$ cat config.mk
export PLATFORM = sky130hd
export DESIGN_NAME = sm83_eight_bit_alu_core
export DESIGN_NICKNAME = d
export VERILOG_FILES = /design/src/sv/sm83_pkg.sv /design/src/sv/sm83_alu_calc.sv /design/src/sv/sm83_eight_bit_alu_core.sv
export SDC_FILE = /design/constraint.sdc
export NUM_CORES = 1
export LEC_CHECK = 0
export ABC_AREA = 1
export ABC_CLOCK_PERIOD_IN_PS = 7980
export BUFFER_PORTS_ARGS = -buffer_cell sky130_fd_sc_hd__buf_2
export CAP_MARGIN = 20
export CELL_PAD_IN_SITES_DETAIL_PLACEMENT = 2
export CELL_PAD_IN_SITES_GLOBAL_PLACEMENT = 2
export CORE_MARGIN = 3
export CORE_UTILIZATION = 37
export CTS_BUF_LIST = sky130_fd_sc_hd__clkbuf_8
export DETAILED_ROUTE_END_ITERATION = 8
export GPL_ROUTABILITY_DRIVEN = 0
export PLACE_DENSITY = 0.87
export SLEW_MARGIN = 40
export SYNTH_ARGS = -nofsm -noshare
export SYNTH_HDL_FRONTEND = slang
export SYNTH_HIERARCHICAL = 1
export SYNTH_SLANG_ARGS = --single-unit
$ cat constraint.sdc
create_clock -name clk_i -period 7.98 [get_ports clk_i]
set_input_delay 2.394 -clock clk_i [delete_from_list [all_inputs] [get_ports clk_i]]
set_output_delay 2.394 -clock clk_i [all_outputs]
set_load 0.005 [all_outputs]
$ cat src/sv/sm83_pkg.sv
// Shared types and constants of the SM83 eight-bit ALU.
`timescale 1ns / 1ps

package sm83_pkg;

  // Operation codes carried on the input tuser.
  typedef enum logic [4:0] {
    ACT_ADD  = 5'd0,
    ACT_ADC  = 5'd1,
    ACT_SUB  = 5'd2,
    ACT_SBC  = 5'd3,
    ACT_CP   = 5'd4,
    ACT_AND  = 5'd5,
    ACT_OR   = 5'd6,
    ACT_XOR  = 5'd7,
    ACT_INC  = 5'd8,
    ACT_DEC  = 5'd9,
    ACT_DAA  = 5'd10,
    ACT_CPL  = 5'd11,
    ACT_SCF  = 5'd12,
    ACT_CCF  = 5'd13,
    ACT_RLCA = 5'd14,
    ACT_RLA  = 5'd15,
    ACT_RRCA = 5'd16,
    ACT_RRA  = 5'd17,
    ACT_RLC  = 5'd18,
    ACT_RRC  = 5'd19,
    ACT_RL   = 5'd20,
    ACT_RR   = 5'd21,
    ACT_SLA  = 5'd22,
    ACT_SRA  = 5'd23,
    ACT_SRL  = 5'd24,
    ACT_SWAP = 5'd25,
    ACT_BIT  = 5'd26,
    ACT_RES  = 5'd27,
    ACT_SET  = 5'd28
  } action_e;

  // Decimal adjust constants.
  localparam logic [7:0] DaaLoAdj   = 8'h06;
  localparam logic [7:0] DaaHiAdj   = 8'h60;
  localparam logic [7:0] DaaHiLimit = 8'h99;
  localparam logic [3:0] DaaLoLimit = 4'h9;

  // Processor flags.
  typedef struct packed {
    logic z;
    logic n;
    logic h;
    logic c;
  } flags_t;

  // One operation as held in the input register.
  typedef struct packed {
    action_e     action;
    logic [7:0]  operand_a;
    logic [7:0]  operand_b;
    logic [2:0]  bit_index;
    flags_t      flags;
  } alu_req_t;

  // One finished result.
  typedef struct packed {
    logic [7:0] result;
    logic       write_back;
    flags_t     flags;
  } alu_rsp_t;

endpackage

$ cat src/sv/sm83_alu_calc.sv
// Combinational datapath of the SM83 ALU: one operation to one result.
`timescale 1ns / 1ps

module sm83_alu_calc
  import sm83_pkg::*;
(
  input  alu_req_t req_i,
  output alu_rsp_t rsp_o
);

  logic [7:0] a;
  logic [7:0] b;
  logic       ci;
  logic       carry_sel;
  logic [8:0] add_sum;
  logic [4:0] add_half;
  logic [8:0] sub_diff;
  logic [4:0] sub_half;
  logic       daa_lo;
  logic       daa_hi;
  logic [7:0] daa_adj;
  logic [7:0] bit_mask;

  assign a  = req_i.operand_a;
  assign b  = req_i.operand_b;
  assign ci = req_i.flags.c;

  // The adder and subtractor take carry in only in the with-carry forms.
  assign carry_sel = ((req_i.action == ACT_ADC) || (req_i.action == ACT_SBC)) ? ci : 1'b0;

  // Shared adder and subtractor with their half-carry nibbles.
  assign add_sum  = {1'b0, a} + {1'b0, b} + {8'd0, carry_sel};
  assign add_half = {1'b0, a[3:0]} + {1'b0, b[3:0]} + {4'd0, carry_sel};
  assign sub_diff = {1'b0, a} - {1'b0, b} - {8'd0, carry_sel};
  assign sub_half = {1'b0, a[3:0]} - {1'b0, b[3:0]} - {4'd0, carry_sel};

  // Decimal adjust selects the low and high corrections from the incoming flags.
  assign daa_lo  = req_i.flags.h || (!req_i.flags.n && (a[3:0] > DaaLoLimit));
  assign daa_hi  = ci || (!req_i.flags.n && (a > DaaHiLimit));
  assign daa_adj = (daa_lo ? DaaLoAdj : 8'h00) | (daa_hi ? DaaHiAdj : 8'h00);

  assign bit_mask = 8'h01 << req_i.bit_index;

  // Operation select.
  always_comb begin
    rsp_o.result     = a;
    rsp_o.write_back = 1'b1;
    rsp_o.flags      = req_i.flags;
    case (req_i.action)
      ACT_ADD, ACT_ADC: begin
        rsp_o.result = add_sum[7:0];
        rsp_o.flags  = '{z: (add_sum[7:0] == 8'd0), n: 1'b0, h: add_half[4], c: add_sum[8]};
      end
      ACT_SUB, ACT_SBC, ACT_CP: begin
        rsp_o.result     = sub_diff[7:0];
        rsp_o.write_back = (req_i.action != ACT_CP);
        rsp_o.flags = '{z: (sub_diff[7:0] == 8'd0), n: 1'b1, h: sub_half[4], c: sub_diff[8]};
      end
      ACT_AND: begin
        rsp_o.result = a & b;
        rsp_o.flags  = '{z: ((a & b) == 8'd0), n: 1'b0, h: 1'b1, c: 1'b0};
      end
      ACT_OR: begin
        rsp_o.result = a | b;
        rsp_o.flags  = '{z: ((a | b) == 8'd0), n: 1'b0, h: 1'b0, c: 1'b0};
      end
      ACT_XOR: begin
        rsp_o.result = a ^ b;
        rsp_o.flags  = '{z: ((a ^ b) == 8'd0), n: 1'b0, h: 1'b0, c: 1'b0};
      end
      ACT_INC: begin
        rsp_o.result = a + 8'd1;
        rsp_o.flags  = '{z: (a == 8'hFF), n: 1'b0, h: (a[3:0] == 4'hF), c: ci};
      end
      ACT_DEC: begin
        rsp_o.result = a - 8'd1;
        rsp_o.flags  = '{z: (a == 8'h01), n: 1'b1, h: (a[3:0] == 4'h0), c: ci};
      end
      ACT_DAA: begin
        rsp_o.result = req_i.flags.n ? (a - daa_adj) : (a + daa_adj);
        rsp_o.flags  = '{z: ((req_i.flags.n ? (a - daa_adj) : (a + daa_adj)) == 8'd0),
                         n: req_i.flags.n, h: 1'b0, c: daa_hi};
      end
      ACT_CPL: begin
        rsp_o.result = ~a;
        rsp_o.flags  = '{z: req_i.flags.z, n: 1'b1, h: 1'b1, c: ci};
      end
      ACT_SCF: begin
        rsp_o.flags = '{z: req_i.flags.z, n: 1'b0, h: 1'b0, c: 1'b1};
      end
      ACT_CCF: begin
        rsp_o.flags = '{z: req_i.flags.z, n: 1'b0, h: 1'b0, c: ~ci};
      end
      // Accumulator rotates always clear Z.
      ACT_RLCA: begin
        rsp_o.result = {a[6:0], a[7]};
        rsp_o.flags  = '{z: 1'b0, n: 1'b0, h: 1'b0, c: a[7]};
      end
      ACT_RLA: begin
        rsp_o.result = {a[6:0], ci};
        rsp_o.flags  = '{z: 1'b0, n: 1'b0, h: 1'b0, c: a[7]};
      end
      ACT_RRCA: begin
        rsp_o.result = {a[0], a[7:1]};
        rsp_o.flags  = '{z: 1'b0, n: 1'b0, h: 1'b0, c: a[0]};
      end
      ACT_RRA: begin
        rsp_o.result = {ci, a[7:1]};
        rsp_o.flags  = '{z: 1'b0, n: 1'b0, h: 1'b0, c: a[0]};
      end
      // Prefixed rotates and shifts set Z from the result.
      ACT_RLC: begin
        rsp_o.result = {a[6:0], a[7]};
        rsp_o.flags  = '{z: (a == 8'd0), n: 1'b0, h: 1'b0, c: a[7]};
      end
      ACT_RRC: begin
        rsp_o.result = {a[0], a[7:1]};
        rsp_o.flags  = '{z: (a == 8'd0), n: 1'b0, h: 1'b0, c: a[0]};
      end
      ACT_RL: begin
        rsp_o.result = {a[6:0], ci};
        rsp_o.flags  = '{z: ({a[6:0], ci} == 8'd0), n: 1'b0, h: 1'b0, c: a[7]};
      end
      ACT_RR: begin
        rsp_o.result = {ci, a[7:1]};
        rsp_o.flags  = '{z: ({ci, a[7:1]} == 8'd0), n: 1'b0, h: 1'b0, c: a[0]};
      end
      ACT_SLA: begin
        rsp_o.result = {a[6:0], 1'b0};
        rsp_o.flags  = '{z: (a[6:0] == 7'd0), n: 1'b0, h: 1'b0, c: a[7]};
      end
      ACT_SRA: begin
        rsp_o.result = {a[7], a[7:1]};
        rsp_o.flags  = '{z: (a[7:1] == 7'd0), n: 1'b0, h: 1'b0, c: a[0]};
      end
      ACT_SRL: begin
        rsp_o.result = {1'b0, a[7:1]};
        rsp_o.flags  = '{z: (a[7:1] == 7'd0), n: 1'b0, h: 1'b0, c: a[0]};
      end
      ACT_SWAP: begin
        rsp_o.result = {a[3:0], a[7:4]};
        rsp_o.flags  = '{z: (a == 8'd0), n: 1'b0, h: 1'b0, c: 1'b0};
      end
      ACT_BIT: begin
        rsp_o.write_back = 1'b0;
        rsp_o.flags = '{z: ((a & bit_mask) == 8'd0), n: 1'b0, h: 1'b1, c: ci};
      end
      ACT_RES: begin
        rsp_o.result = a & ~bit_mask;
      end
      ACT_SET: begin
        rsp_o.result = a | bit_mask;
      end
      // Unassigned codes pass operand A and the flags through without write back.
      default: begin
        rsp_o.write_back = 1'b0;
      end
    endcase
  end

endmodule

$ cat src/sv/sm83_eight_bit_alu_core.sv
// Top level of the SM83 eight-bit ALU: input register, datapath, result register.
//
// Usage: operations arrive on the slave stream. The operation code travels on
// s_axis_tuser_i; tdata carries operand A, operand B, the bit index and the
// incoming Z, N, H and C flags. Results leave on the master stream: tdata holds
// the result byte and the new flags, tuser is the write-back flag (low for
// compare, bit test and unassigned codes).
// Path: an accepted item is registered in the input register, computed by a
// single combinational pass and registered again in the result register, which
// drives the master side; a stalled receiver holds it there.
// Throughput: one item per cycle while the receiver takes every result; the
// input register and the result register form a two-stage pipeline that
// advances whenever the result register is empty or being taken.
// Stall: while the receiver holds m_axis_tready_i low, the result stays put,
// the input register fills and then s_axis_tready_o drops; nothing is lost.
// Reset: rst_ni clears both stage valid bits; no results are pending after
// reset and s_axis_tready_o is high as soon as reset is released.
`timescale 1ns / 1ps

module sm83_eight_bit_alu_core
  import sm83_pkg::*;
(
  input  logic        clk_i,
  input  logic        rst_ni,
  // Slave stream
  input  logic        s_axis_tvalid_i,
  output logic        s_axis_tready_o,
  // [7:0] operand_a, [15:8] operand_b, [18:16] bit_index, [19] zero_in,
  // [20] subtract_in, [21] half_carry_in, [22] carry_in, [23] zero fill
  input  logic [23:0] s_axis_tdata_i,
  // [4:0] action
  input  logic [4:0]  s_axis_tuser_i,
  // Master stream
  output logic        m_axis_tvalid_o,
  input  logic        m_axis_tready_i,
  // [7:0] result, [8] zero_out, [9] subtract_out, [10] half_carry_out,
  // [11] carry_out, [15:12] zero fill
  output logic [15:0] m_axis_tdata_o,
  // [0] write_back
  output logic        m_axis_tuser_o
);

  logic     in_valid_q;
  logic     out_valid_q;
  alu_req_t req_q;
  alu_req_t req_d;
  alu_rsp_t rsp_d;
  alu_rsp_t rsp_q;
  logic     out_load;
  logic     in_load;

  // Pipeline advance: the result register takes a new item when empty or drained.
  assign out_load        = in_valid_q && (!out_valid_q || m_axis_tready_i);
  assign s_axis_tready_o = !in_valid_q || out_load;
  assign in_load         = s_axis_tvalid_i && s_axis_tready_o;

  // Unpack the incoming item.
  always_comb begin
    req_d.action    = action_e'(s_axis_tuser_i);
    req_d.operand_a = s_axis_tdata_i[7:0];
    req_d.operand_b = s_axis_tdata_i[15:8];
    req_d.bit_index = s_axis_tdata_i[18:16];
    req_d.flags     = '{z: s_axis_tdata_i[19], n: s_axis_tdata_i[20],
                        h: s_axis_tdata_i[21], c: s_axis_tdata_i[22]};
  end

  // Stage valid bits.
  always_ff @(posedge clk_i or negedge rst_ni) begin
    if (!rst_ni) begin
      in_valid_q  <= 1'b0;
      out_valid_q <= 1'b0;
    end else begin
      if (s_axis_tready_o) begin
        in_valid_q <= s_axis_tvalid_i;
      end
      if (!out_valid_q || m_axis_tready_i) begin
        out_valid_q <= in_valid_q;
      end
    end
  end

  // Payload registers.
  always_ff @(posedge clk_i) begin
    if (in_load) begin
      req_q <= req_d;
    end
    if (out_load) begin
      rsp_q <= rsp_d;
    end
  end

  sm83_alu_calc u_calc (
    .req_i (req_q),
    .rsp_o (rsp_d)
  );

  // Pack the result.
  assign m_axis_tvalid_o = out_valid_q;
  assign m_axis_tdata_o  = {4'd0, rsp_q.flags.c, rsp_q.flags.h, rsp_q.flags.n,
                            rsp_q.flags.z, rsp_q.result};
  assign m_axis_tuser_o  = rsp_q.write_back;

  // An accepted item always lands in the input register.
  assert property (@(posedge clk_i) disable iff (!rst_ni)
    (s_axis_tvalid_i && s_axis_tready_o) |=> in_valid_q)
    else $error("accepted item did not reach the input register");

  // A stalled result keeps a full input register full.
  assert property (@(posedge clk_i) disable iff (!rst_ni)
    (in_valid_q && out_valid_q && !m_axis_tready_i) |=> in_valid_q)
    else $error("input register dropped an item during a stall");

  // An item leaving the input register becomes a visible result.
  assert property (@(posedge clk_i) disable iff (!rst_ni)
    out_load |=> out_valid_q)
    else $error("result register lost an item");

endmodule
# Word-level counts from Yosys, hierarchy flattened
# Index checks and enable logic that the tools add are counted.
# classes
n_addsub	12
multipliers	0
div	0
order_cmp	2
eq_ne	32
shift	1
muxes	7
bitwise_logic	10
n_reduce_logical	36
# op_table
op	n
8-bit case mux with 19 select lines	1
4-bit case mux with 21 select lines	1
8-bit logical NOT	10
5-bit equality test, second input constant	13
5-bit by 4-bit equality test with 1-bit output, second input constant	8
25-bit OR reduction	1
8-bit bitwise AND	3
8-bit bitwise OR	3
5-bit by 3-bit equality test with 1-bit output, second input constant	4
8-bit inverter	2
2-bit OR reduction	8
7-bit logical NOT	2
5-bit by 2-bit equality test with 1-bit output, second input constant	2
8-bit by 8-bit adder with 9-bit output	1
9-bit by 1-bit adder with 9-bit output	1
8-bit by 8-bit subtractor with 9-bit output	1
9-bit by 1-bit subtractor with 9-bit output	1
8-bit by 1-bit adder with 8-bit output, second input constant	1
8-bit adder	1
8-bit by 1-bit equality test with 1-bit output, second input constant	1
8-bit equality test, second input constant	1
8-bit greater-than comparator, second input constant	1
8-bit two-way mux	1
1-bit by 3-bit left shift with 8-bit output, first input constant	1
22 further kinds	31
# totals
register_bits	43
latchBits	0
mem_bits_rw	0
mem_bits_ro	0
input_bits	33
out_inout_bits	19
wordCells	116
memories	0

# Depth between registers and ports, before layout
# depth
word_depth	9
mapped_depth	23

# Cells and area by module
# Netlist, hierarchy kept.
# modules_own_cells
mod	instances	cells_each	area_each_um2	seq_area_each_um2
sm83_alu_calc	1	687	3647.2	0.0
sm83_eight_bit_alu_core	1	58	1360.1	1281.2

# Worst setup path before layout
# Ideal clock, no wire load.
# synth_timing
path_type	input port to output port
start	input m_axis_tready_i
end	output s_axis_tready_o
arrival_time_ps	2549
required_ps	5586
setup_slack_ps	3037
cell_stages	2
cell_sequence	inv_1 -> nand3_2
# synth_via
elab_chain_len	3
# synth_lines
element	line_no	text
start: declaration	sm83_eight_bit_alu_core.sv:35	input logic m_axis_tready_i,
1-bit logical OR	sm83_eight_bit_alu_core.sv:53	assign out_load = in_valid_q && (!out_valid_q || m_axis_tready_i);
1-bit logical AND	sm83_eight_bit_alu_core.sv:53	
1-bit logical OR	sm83_eight_bit_alu_core.sv:54	assign s_axis_tready_o = !in_valid_q || out_load;
end: declaration	sm83_eight_bit_alu_core.sv:27	output logic s_axis_tready_o,
# Every way passes these cells.

# Final worst setup path
# Ends and elaborated chain as after synthesis.

==> run_results.csv <==
group,metric,value,unit
synthesis,synthAdderAreaFrac,12.3,%
sta,tightest_slew,0.654,ns
finish,fin_nets,865,
synthesis,seq_area_frac_synth,25.6,%
route,routed_wl,21300,um
route,num_vias,5452,
global_routing,grt_max_degree,29,
finish,fin_util,42.3,%
worst_setup_path,start_kind,"primary input",
sta,setup-tns-final,0,ns
finish,drive_gt1_share,12.1,%
cts,hold_buffers,0,
cts,post_cts_resized,0,
run_status,status,"finished, final reports clean",
global_routing,top_usage_layer,"met2",
power_and_ir_drop,power.total,0.000755,W
floorplanning,rows,41,
synthesis,synth_seq_cells,43,
synthesis,netlist_instances,745,
synthesis,synth_xor_area_share,2.45,%
sta,period_share,65.5,%
sta,hold-worst-slack,0.527,ns
route,wl_per_cell,22.2,um
floorplanning,die_w,122,um
route,drc,0,
placement,portBuffers,46,
worst_setup_path,required,5.59,ns
power_and_ir_drop,clkPwrFrac,21.1,%
route,vias_per_cell,5.69,
floorplanning,start_util,38.7,%
global_routing,grt_pass1_vias,5890,
sta,slew_headroom,56.3,%
cts,clkSinkCount,43,
floorplanning,die_h,122,um
synthesis,avgSynthCellArea,6.72,sq um
power_and_ir_drop,p_per_area,138,nW/um^2
synthesis,synth_cell_types,49,
route,drt_iter0_drc,385,
global_routing,grt_antenna_before_repair,0,
synthesis,synth_top_family_by_area,"simple AND/OR/NAND/NOR gates",
floorplanning,core,12900,sq um
sta,fmax,0.191,GHz
sta,finClkSkew,0.0146,ns
synthesis,synthFlopType,"edfxtp_1",
finish,syn_to_final_growth,9.25,%
power_and_ir_drop,swShare,41.7,%
worst_setup_path,reg2reg_depth,22,
global_routing,globalRouteTotalUtil,29.3,%
power_and_ir_drop,seq_power_share,39.0,%
floorplanning,num_io_pins,52,
cts,clkLatencyLatePin,0.33,ns
power_and_ir_drop,vdd_drop_max,0.0799,mV
cts,cts_made_buffers,5,
floorplanning,dieArea,15000,sq um
synthesis,async_flop_share,4.65,%
job,maxCapViolations,0,
route,first_pass_iters,5,
sta,finalCriticalPeriod,5.23,ns
cts,cts_tree,"done",
cts,clock_path_buffers,2,
synthesis,synth_edf_count,41,
worst_setup_path,end_kind,"output port",
cts,path_clk_slew,0.10,ns
worst_setup_path,critical_path_class,"primary input to output port",
worst_setup_path,path_max_fanout,3,
global_routing,met2_usage,49.2,%
sta,final-hold-violation-count,0,
cts,post_cts_buffers,0,
global_routing,grt_use_met1,38.2,%
cts,cts-root-buf,"clkbuf_8",
sta,setup_viol,0,
synthesis,synth_compound_area_share,11.6,%
worst_setup_path,crit_arrival,2.84,ns
global_routing,grt_pass1_wl,33200,um
finish,fillers,1653,
power_and_ir_drop,switchingPower,0.000315,W
finish,antenna_cells,0,
sta,slew_violations,0,
power_and_ir_drop,internal_power,0.000440,W
route,antenna_left,0,
synthesis,yosysWarnings,6,
placement,hpwl,17000,um
cts,cts.htree.levels,2,
synthesis,synth-simple-area-share,37.2,%
power_and_ir_drop,power_frac_comb,39.9,%
hold_path,hold_class,"flop to flop",
global_routing,grt_util_met3,5.02,%
hold_path,hold_depth,2,
synthesis,synthesis.area,5010,sq um
synthesis,muxShareOfSynthArea,0,%
power_and_ir_drop,power.leakage,2.67,nW
global_routing,overflow,0,
sta,rsz0062_at_grt,"no",
==> sequential cells by signal, summed over array words and instances (netlist names) <==
name	flops
in_valid_q	1
m_axis_tdata_o	12
m_axis_tuser_o	1
m_axis_tvalid_o	1
req_q	28
==> cell usage after synthesis (3+ instances only) <==
cell / n / share of area [%]
o221ai_1: 3 / 0.52
buf_4: 6 / 0.90
nand2_1: 184 / 14
nand3b_1: 10 / 1.5
nor2_2: 4 / 0.50
edfxtp_1: 41 / 25
fa_1: 4 / 1.6
nand4_1: 30 / 3.7
o21ai_0: 29 / 2.9
ha_1: 43 / 11
nor2_1: 90 / 6.7
nand3_1: 61 / 6.1
inv_1: 96 / 7.2
nand3_2: 4 / 0.80
buf_2: 4 / 0.40
or2_2: 3 / 0.37
nand2_2: 6 / 0.75
xnor2_1: 3 / 0.52
o22ai_1: 20 / 2.5
o211ai_1: 8 / 1.2
xor2_1: 11 / 1.9
nor3_1: 14 / 1.4
a21oi_1: 25 / 2.5
clkbuf_1: 6 / 0.45
inv_2: 10 / 0.75
==> layer usage <==
layer  vias to the layer above  share of wire, %  routed length, um
met1                      2676                44               9410
met3                        43               5.5               1160
met4                         0               3.2                671
met5                         -                 0                  0
met2                       177                47              10000
li1                       2556                 -                  -
==> metrics by stage <==
| step | worst slack, ns | area (sq um) | cells |
|---|---|---|---|
| after global routing | 2.72 | 5470 | 958 |
| after detailed placement | 2.75 | 5380 | 950 |
| after floorplan | 3.04 | 5020 | 748 |
| final | 2.75 | 5470 | 958 |
| after CTS | 2.75 | 5470 | 958 |
| after global placement | 2.80 | 5380 | 950 |
==> cell type report <==
cell class                      instances  area, sq um  area share, %
Multi-Input combinational cell        575         3200           58.5
Tap cell                              172          215           3.93
Inverter                              109          412           7.53
Sequential cell                        43         1280           23.4
Clock buffer                            6         82.6           1.51
Clock inverter                          2         12.5          0.229
Timing Repair Buffer                   51          268           4.89
==> path summary, 6_finish.rpt <==
check	slack (ns)	endpoint	start
max in group asynchronous	6.06	m_axis_tvalid_o	rst_ni
setup reg to reg	3.93	m_axis_tdata_o[8]	req_q[16]
setup / recovery	2.75	s_axis_tready_o	m_axis_tready_i
min in group asynchronous	1.82	in_valid_q	rst_ni
hold / removal	0.53	m_axis_tvalid_o	in_valid_q
hold reg to reg	0.53	m_axis_tvalid_o	in_valid_q
==> critical path, stage by stage <==
cell and delay (ns):
buf_2 0.10, inv_1 0.11, nand3_2 0.10, buf_2 0.14
==> logic make-up (layout without fill, tap and decap cells) <==
kind of cell               count (synthesis)  count (layout)
adders and majority gates                 47              47
other                                      1               4
buffers and inverters                    130             168
and+or+nand+nor                          413             413
xor gates and xnor gates                  14              14
AOI/OAI and AO/OA                         97              97
DFF                                       43              43
==> layout by cell type, fill, tap and decap left out, drive strengths merged, types with 6 or more instances in the layout <==
master  count
nor3       15
nand3      65
nand3b     10
nor2       96
nand2     190
o211ai      8
o22ai      20
ha         43
clkbuf      6
xor2       11
edfxtp     41
inv       109
nand4      30
a21oi      27
o21ai      30
buf        51
==> power groups by stage <==
stage / sequential [W] / combinational [W] / clock (W)
6_report: 0.000294 / 0.000301 / 0.000160
2_1_floorplan: 0.000290 / 0.000198 / 0
4_1_cts: 0.000295 / 0.000297 / 0.000166
3_3_place_gp: 0.000298 / 0.000275 / 0
5_1_grt: 0.000297 / 0.000334 / 0.000170
3_5_place_dp: 0.000299 / 0.000294 / 0
Power figures use the tool's default switching activity.
